--- config.mk ---
export PLATFORM = sky130hd
export DESIGN_NAME = drk4_ctrl
export DESIGN_NICKNAME = d
export VERILOG_FILES = /design/src/sv/drk4_pkg.sv /design/src/sv/drk4_ctrl.sv
export SDC_FILE = /design/constraint.sdc
export NUM_CORES = 1
export LEC_CHECK = 0
export BUFFER_PORTS_ARGS = -buffer_cell sky130_fd_sc_hd__clkbuf_2
export CAP_MARGIN = 25
export CORE_UTILIZATION = 25
export DETAILED_ROUTE_END_ITERATION = 16
export GPL_ROUTABILITY_DRIVEN = 0
export SYNTH_ARGS = -nofsm -noshare
export SYNTH_HDL_FRONTEND = slang
export SYNTH_SLANG_ARGS = --single-unit
--- constraint.sdc ---
create_clock -name clock -period 2.69 [get_ports clock]
set_input_delay 0.4035 -clock clock [delete_from_list [all_inputs] [get_ports clock]]
set_output_delay 0.4035 -clock clock [all_outputs]
set_load 0.05 [all_outputs]
--- src/sv/drk4_pkg.sv ---
// drk4_pkg: shared types, constants and helpers for the rk4 drag flight step
// no dependencies; used by drk4_ctrl, drk4_datapath and drag_descent_rk4_step

package drk4_pkg;

   // datapath widths
   localparam int DATA_W    = 32;
   localparam int MUL_A_W   = 34;
   localparam int MUL_B_W   = 32;
   localparam int PROD_W    = MUL_A_W + MUL_B_W;
   localparam int SUM_W     = 36;
   localparam int DIV_W     = 51;
   localparam int DIV_STEPS = (DIV_W + 7) / 8;
   localparam int DIV_PAD   = DIV_STEPS * 8;
   localparam int DIV_CNT_W = (DIV_STEPS > 1) ? $clog2(DIV_STEPS) : 1;
   localparam int CSR_IDX_W = 4;
   localparam int TSTEP_W   = 17;

   localparam logic [63:0] DRAG_CLAMP = 64'h0000_0100_0000_0000;
   localparam logic signed [63:0] SAT_HI = 64'sh0000_0000_7FFF_FFFF;
   localparam logic signed [63:0] SAT_LO = -64'sh0000_0000_8000_0000;

   // register indexes
   localparam logic [CSR_IDX_W-1:0] CSR_TIME_STEP   = 4'd0;
   localparam logic [CSR_IDX_W-1:0] CSR_GRAVITY     = 4'd1;
   localparam logic [CSR_IDX_W-1:0] CSR_DRAG_ASCENT = 4'd2;
   localparam logic [CSR_IDX_W-1:0] CSR_DRAG_DROGUE = 4'd3;
   localparam logic [CSR_IDX_W-1:0] CSR_DRAG_MAIN   = 4'd4;
   localparam logic [CSR_IDX_W-1:0] CSR_DEPLOY_ALT  = 4'd5;
   localparam logic [CSR_IDX_W-1:0] CSR_START_ALT   = 4'd6;
   localparam logic [CSR_IDX_W-1:0] CSR_START_VEL   = 4'd7;

   // register reset values
   localparam logic [TSTEP_W-1:0]       RST_TIME_STEP   = 17'd3277;
   localparam logic signed [DATA_W-1:0] RST_GRAVITY     = -32'sd642253;
   localparam logic [DATA_W-1:0]        RST_DRAG_ASCENT = 32'd868000;
   localparam logic [DATA_W-1:0]        RST_DRAG_DROGUE = 32'd3010000;
   localparam logic [DATA_W-1:0]        RST_DRAG_MAIN   = 32'd8404000;
   localparam logic signed [DATA_W-1:0] RST_DEPLOY_ALT  = 32'sd78643200;
   localparam logic signed [DATA_W-1:0] RST_START_ALT   = 32'sd46085324;
   localparam logic signed [DATA_W-1:0] RST_START_VEL   = 32'sd19070976;

   // rk4 stage numbers: k1..k4, then the closing acceleration
   localparam logic [2:0] STAGE_K1 = 3'd0;
   localparam logic [2:0] STAGE_K3 = 3'd2;
   localparam logic [2:0] STAGE_K4 = 3'd3;
   localparam logic [2:0] STAGE_NA = 3'd4;

   typedef enum logic [1:0] {
      PH_ASCENT = 2'd0,
      PH_DROGUE = 2'd1,
      PH_MAIN   = 2'd2
   } phase_type;

   typedef enum logic [4:0] {
      OP_NOP,
      OP_LOAD,
      OP_SQ,
      OP_HI,
      OP_LO,
      OP_SUM,
      OP_FIN,
      OP_SCALE,
      OP_STEP,
      OP_VACC,
      OP_KACC,
      OP_MULK,
      OP_MULV,
      OP_DLOAD,
      OP_DIV,
      OP_APPV,
      OP_APPP,
      OP_OUT
   } op_type;

   typedef struct packed {
      op_type     op;
      logic [2:0] stage;
   } cmd_type;

   typedef struct packed {
      logic last;
   } status_type;

   function automatic logic signed [DATA_W-1:0] sat32(input logic signed [63:0] x);
      if (x > SAT_HI) begin
         return DATA_W'(SAT_HI);
      end else if (x < SAT_LO) begin
         return DATA_W'(SAT_LO);
      end
      return x[DATA_W-1:0];
   endfunction

   function automatic logic [DATA_W-1:0] mag32(input logic signed [DATA_W-1:0] x);
      return x[DATA_W-1] ? (~x + 32'd1) : x;
   endfunction

   function automatic logic [SUM_W-1:0] mag36(input logic signed [SUM_W-1:0] x);
      return x[SUM_W-1] ? (~x + 36'd1) : x;
   endfunction

endpackage

--- src/sv/drk4_ctrl.sv ---
// drk4_ctrl: sequencer for one rk4 step over the shared multiplier
// depends on drk4_pkg; drives drk4_datapath through cmd_type

module drk4_ctrl (
   input  logic                  clock,
   input  logic                  reset,
   input  logic                  req_valid,
   input  logic                  req_advance,
   output logic                  req_stall,
   output logic                  rsp_valid,
   input  logic                  rsp_stall,
   input  drk4_pkg::status_type  status,
   output drk4_pkg::cmd_type     cmd
);

   typedef enum logic [4:0] {
      S_IDLE, S_LOAD, S_SQ, S_HI, S_LO, S_SUM, S_FIN, S_SCALE, S_STEP, S_VACC,
      S_KACC, S_MULK, S_MULV, S_DLOAD, S_DIV, S_APPV, S_APPP, S_OUT
   } state_type;

   state_type                        state_ff;
   logic [2:0]                       stage_ff;
   logic                             sel_ff;
   logic [drk4_pkg::DIV_CNT_W-1:0]   div_cnt_ff;
   logic                             finished_ff;
   logic                             rsp_valid_ff;

   logic start;
   logic can_out;

   assign start     = (state_ff == S_IDLE) && req_valid && req_advance && !finished_ff;
   assign can_out   = !rsp_valid_ff || !rsp_stall;
   assign req_stall = (state_ff != S_IDLE);
   assign rsp_valid = rsp_valid_ff;

   always_comb begin
      cmd.stage = stage_ff;
      unique case (state_ff)
         S_IDLE:  cmd.op = drk4_pkg::OP_NOP;
         S_LOAD:  cmd.op = drk4_pkg::OP_LOAD;
         S_SQ:    cmd.op = drk4_pkg::OP_SQ;
         S_HI:    cmd.op = drk4_pkg::OP_HI;
         S_LO:    cmd.op = drk4_pkg::OP_LO;
         S_SUM:   cmd.op = drk4_pkg::OP_SUM;
         S_FIN:   cmd.op = drk4_pkg::OP_FIN;
         S_SCALE: cmd.op = drk4_pkg::OP_SCALE;
         S_STEP:  cmd.op = drk4_pkg::OP_STEP;
         S_VACC:  cmd.op = drk4_pkg::OP_VACC;
         S_KACC:  cmd.op = drk4_pkg::OP_KACC;
         S_MULK:  cmd.op = drk4_pkg::OP_MULK;
         S_MULV:  cmd.op = drk4_pkg::OP_MULV;
         S_DLOAD: cmd.op = drk4_pkg::OP_DLOAD;
         S_DIV:   cmd.op = drk4_pkg::OP_DIV;
         S_APPV:  cmd.op = drk4_pkg::OP_APPV;
         S_APPP:  cmd.op = drk4_pkg::OP_APPP;
         S_OUT:   cmd.op = can_out ? drk4_pkg::OP_OUT : drk4_pkg::OP_NOP;
         default: cmd.op = drk4_pkg::OP_NOP;
      endcase
   end

   always_ff @(posedge clock) begin
      if (reset) begin
         state_ff     <= S_IDLE;
         stage_ff     <= drk4_pkg::STAGE_K1;
         sel_ff       <= 1'b0;
         div_cnt_ff   <= '0;
         finished_ff  <= 1'b0;
         rsp_valid_ff <= 1'b0;
      end else begin
         // in S_OUT the valid flag is handled by the output load below
         if (rsp_valid_ff && !rsp_stall && (state_ff != S_OUT)) begin
            rsp_valid_ff <= 1'b0;
         end
         unique case (state_ff)
            S_IDLE: begin
               if (start) begin
                  state_ff <= S_LOAD;
                  stage_ff <= drk4_pkg::STAGE_K1;
               end
            end
            S_LOAD:  state_ff <= S_SQ;
            S_SQ:    state_ff <= S_HI;
            S_HI:    state_ff <= S_LO;
            S_LO:    state_ff <= S_SUM;
            S_SUM:   state_ff <= S_FIN;
            S_FIN: begin
               if (stage_ff < drk4_pkg::STAGE_K4) begin
                  state_ff <= S_SCALE;
               end else if (stage_ff == drk4_pkg::STAGE_K4) begin
                  state_ff <= S_KACC;
               end else begin
                  state_ff <= S_OUT;
               end
            end
            S_SCALE: state_ff <= S_STEP;
            S_STEP:  state_ff <= S_VACC;
            S_VACC: begin
               stage_ff <= stage_ff + 3'd1;
               state_ff <= S_SQ;
            end
            S_KACC: begin
               sel_ff   <= 1'b0;
               state_ff <= S_MULK;
            end
            S_MULK:  state_ff <= S_DLOAD;
            S_MULV:  state_ff <= S_DLOAD;
            S_DLOAD: begin
               div_cnt_ff <= '0;
               state_ff   <= S_DIV;
            end
            S_DIV: begin
               if (div_cnt_ff == drk4_pkg::DIV_CNT_W'(drk4_pkg::DIV_STEPS - 1)) begin
                  state_ff <= sel_ff ? S_APPP : S_APPV;
               end else begin
                  div_cnt_ff <= div_cnt_ff + 1'b1;
               end
            end
            S_APPV: begin
               sel_ff   <= 1'b1;
               state_ff <= S_MULV;
            end
            S_APPP: begin
               stage_ff <= drk4_pkg::STAGE_NA;
               state_ff <= S_SQ;
            end
            S_OUT: begin
               if (can_out) begin
                  rsp_valid_ff <= 1'b1;
                  finished_ff  <= finished_ff | status.last;
                  state_ff     <= S_IDLE;
               end
            end
            default: state_ff <= S_IDLE;
         endcase
      end
   end

`ifndef SYNTHESIS
   a_out_sets_valid: assert property (@(posedge clock) disable iff (reset)
      (state_ff == S_OUT && can_out) |=> rsp_valid_ff)
      else $error("result not presented after output load");

   a_finished_sticks: assert property (@(posedge clock) disable iff (reset)
      finished_ff |=> finished_ff)
      else $error("finished flag dropped");

   a_div_count_range: assert property (@(posedge clock) disable iff (reset)
      (state_ff == S_DIV) |-> (div_cnt_ff < drk4_pkg::DIV_CNT_W'(drk4_pkg::DIV_STEPS)))
      else $error("divider step count out of range");

   a_stage_range: assert property (@(posedge clock) disable iff (reset)
      (state_ff != S_IDLE) |-> (stage_ff <= drk4_pkg::STAGE_NA))
      else $error("rk4 stage out of range");
`endif

endmodule

==> run summary <==
outcome: completed
die area: 3930 sq um
synth warn: 0
RSZ-0062 raised after global routing: no
first-pass GRT wire length: 3.84 mm
row count: 21
hold crit path type: primary input to flop
DIE WIDTH: 62.7 microns
largest net degree at the start of global routing: 18
synthesized flop and latch total: 14
Slew headroom: 66.7%
P&R area growth vs syn: 15.1%
critical path peak fanout: 16
Clock Sinks: 14
clk root buf: clkbuf_8
Overall Global Routing Usage: 12.3%
Syn Inst Count: 119
H-tree levels: 1
initial antenna violation count: 0
placed cell areas: 1020 sq um
Post-synth EDFFs: 0
worst-skew pair later-pin latency: 0.24 ns
clock-pin slew on the worst setup and hold paths: 0.06 ns
CTS tree: yes
crit-path max cell delay: 0.43 ns
total power: 491 uW
drt via density: 5.22
Post-synth top flop: dfxtp_1
Synth area leaders: dfxtp_1 (30%), a21oi_1 (5.4%), ha_1 (5.4%), o21ai_0 (4.3%), nand2_1 (4.1%)
type of the worst setup path: flop to primary output
P_sw: 148 uW
Setup WS pre-CTS: 0.724 ns
WP data required: 2.29 ns
Post-CTS Setup Bufs: 0
Post-synth ARST share: 0%
DRC Markers: 0
post-synthesis sequential area ratio: 30.4%
proportion of layout cells with a drive suffix above 1: 16.9%
CP max-delay cell: dfxtp_1
post-DP HPWL: 1.65 mm
Resize count post-CTS: 0
clk_skew: 0.00121 ns
sw frac: 30.1%
crit-path cells: nor2_1, and4_1, nand2_1, o21ai_0, clkbuf_2
DR WL/cell: 12.4 microns
synthesized area: 921 sq um
Clk pwr share: 35.0%
Tmin final: 2.24 ns
Port Buf Inserts: 15
drt pass-1 iters: 4
fin crit share: 83.3%
Design Area, Final: 1060 sq um
pwr/cell area: 463 nW/um^2
die height: 62.7 microns
P_int: 343 uW
core area: 3440 sq um
cell accounting for the most synthesized area: dfxtp_1
upper clock frequency limit: 446 MHz
Hold Vio Cnt, Final: 0
Reg power frac: 46.2%
n_diodes: 0
CTS max path bufs: 2
Yosys cell types: 43
Worst Setup End Kind: primary output
Filler cells: 364
via count: 919
Net count, final: 142
Critical Path AT: 1.84 ns
io pins: 16
crit path buf inv count: 1
Net Count, Synth: 129
vias in the first global route: 866
most instantiated cells after synthesis: dfxtp_1 (14), a21oi_1 (10), nand2_1 (10)
hold buffers post-CTS: 0
antenna viol nets, final: 0
TNS Setup: 0 ns
hold_ws: 0.407 ns
post-synth top area share: 30.4%
count leader, synth: dfxtp_1
Comb pwr share: 18.8%
CTS Buf Count: 3
startpoint types: flop
max cap viols: 0
Peak VDD IR: 0.219 mV
syn_area_per_cell: 7.74 sq um
fin. max-slew vios: 0
Slew @ Worst Pin: 0.499 ns
Final setup viols: 0
Lkg Pwr: 0.397 nW
iteration-0 DRC count of the detailed router: 50
grt total ovfl: 0
CP delay by family, top: simple AND/OR/NAND/NOR gates
Starting Density: 26.8%
worst setup slack after layout: 0.450 ns
WL final: 2.19 mm
[routing by layer]
metal  track usage, %  vias up  part of all wire [%]
li1                 -      472                     -
met1             14.9      420                    47
met5                0        -                     0
met3             3.10        2                   4.6
met2             18.6       25                    47
met4             9.01        0                   1.2
[per-stage QoR]
stage	util [%]	cells
CTS	30.8	176
floorplan	-	119
global route	30.8	176
finish	30.8	176
detailed placement	29.6	173
global placement	29.6	173
[sequential cells by signal (all words and copies together), names as in the netlist]
signal / count
state_ff: 5
div_cnt_ff: 3
stage_ff: 3
finished_ff: 1
rsp_valid: 1
sel_ff: 1
[area by class of cell]
type	instances	area (sq um)	share of cell area [%]
clock buffers	3	41.3	3.90
inverters	7	26.3	2.48
flip-flops and latches	14	280	26.4
multi-input cells	91	579	54.7
well taps	46	57.6	5.43
repair buffers	15	75.1	7.08
[kinds of logic (layout without fill, tap and decap cells)]
kind of cell	Yosys count	after routing	share of synthesized area, %
and+or+nand+nor	47	47	28.3
AOI/OAI and AO/OA	37	37	26.2
DFF	14	14	30.4
buffers and inverters	14	25	6.66
adders and majority gates	4	4	5.43
xor gates and xnor gates	2	2	1.90
muxes	1	1	1.09
[cells in the final DEF (no fill, tap or decap), types with 2 or more instances in the layout]
master	Yosys	routed
a21oi_1	10	10
a31oi_1	4	4
o21ai_0	8	8
nand2_1	10	10
nand3b_1	2	2
nor3_1	4	4
o22ai_1	2	2
and3b_1	2	2
nor2_1	7	7
inv_1	7	7
nor2b_1	3	3
nand3_1	6	6
ha_1	4	4
and3_1	2	2
clkbuf_8	0	3
nand4_1	2	2
dfxtp_1	14	14
clkbuf_2	0	15
or3_1	2	2
[power groups by stage]
stage          clock network [mW]  registers [mW]  logic (mW)
3_3_place_gp                    0           0.230      0.0921
5_1_grt                     0.184           0.229       0.102
6_report                    0.172           0.227      0.0921
2_1_floorplan                   0           0.221      0.0821
3_5_place_dp                    0           0.231      0.0930
4_1_cts                     0.178           0.227      0.0930
[worst paths after layout]
check,depth (start not counted),startpoint,to,slack [ns]
max,5,state_ff[1],cmd[3],0.45
min,3,status,finished_ff,0.41
max reg2reg,4,state_ff[0],div_cnt_ff[1],0.87
min reg2reg,2,finished_ff,finished_ff,0.47
[worst min-delay path, stage by stage]
cell and delay [ns]:
clkbuf_2 0.08, a31oi_1 0.06, nor2_1 0.07
Note: power is estimated with default switching activity, not from simulation.
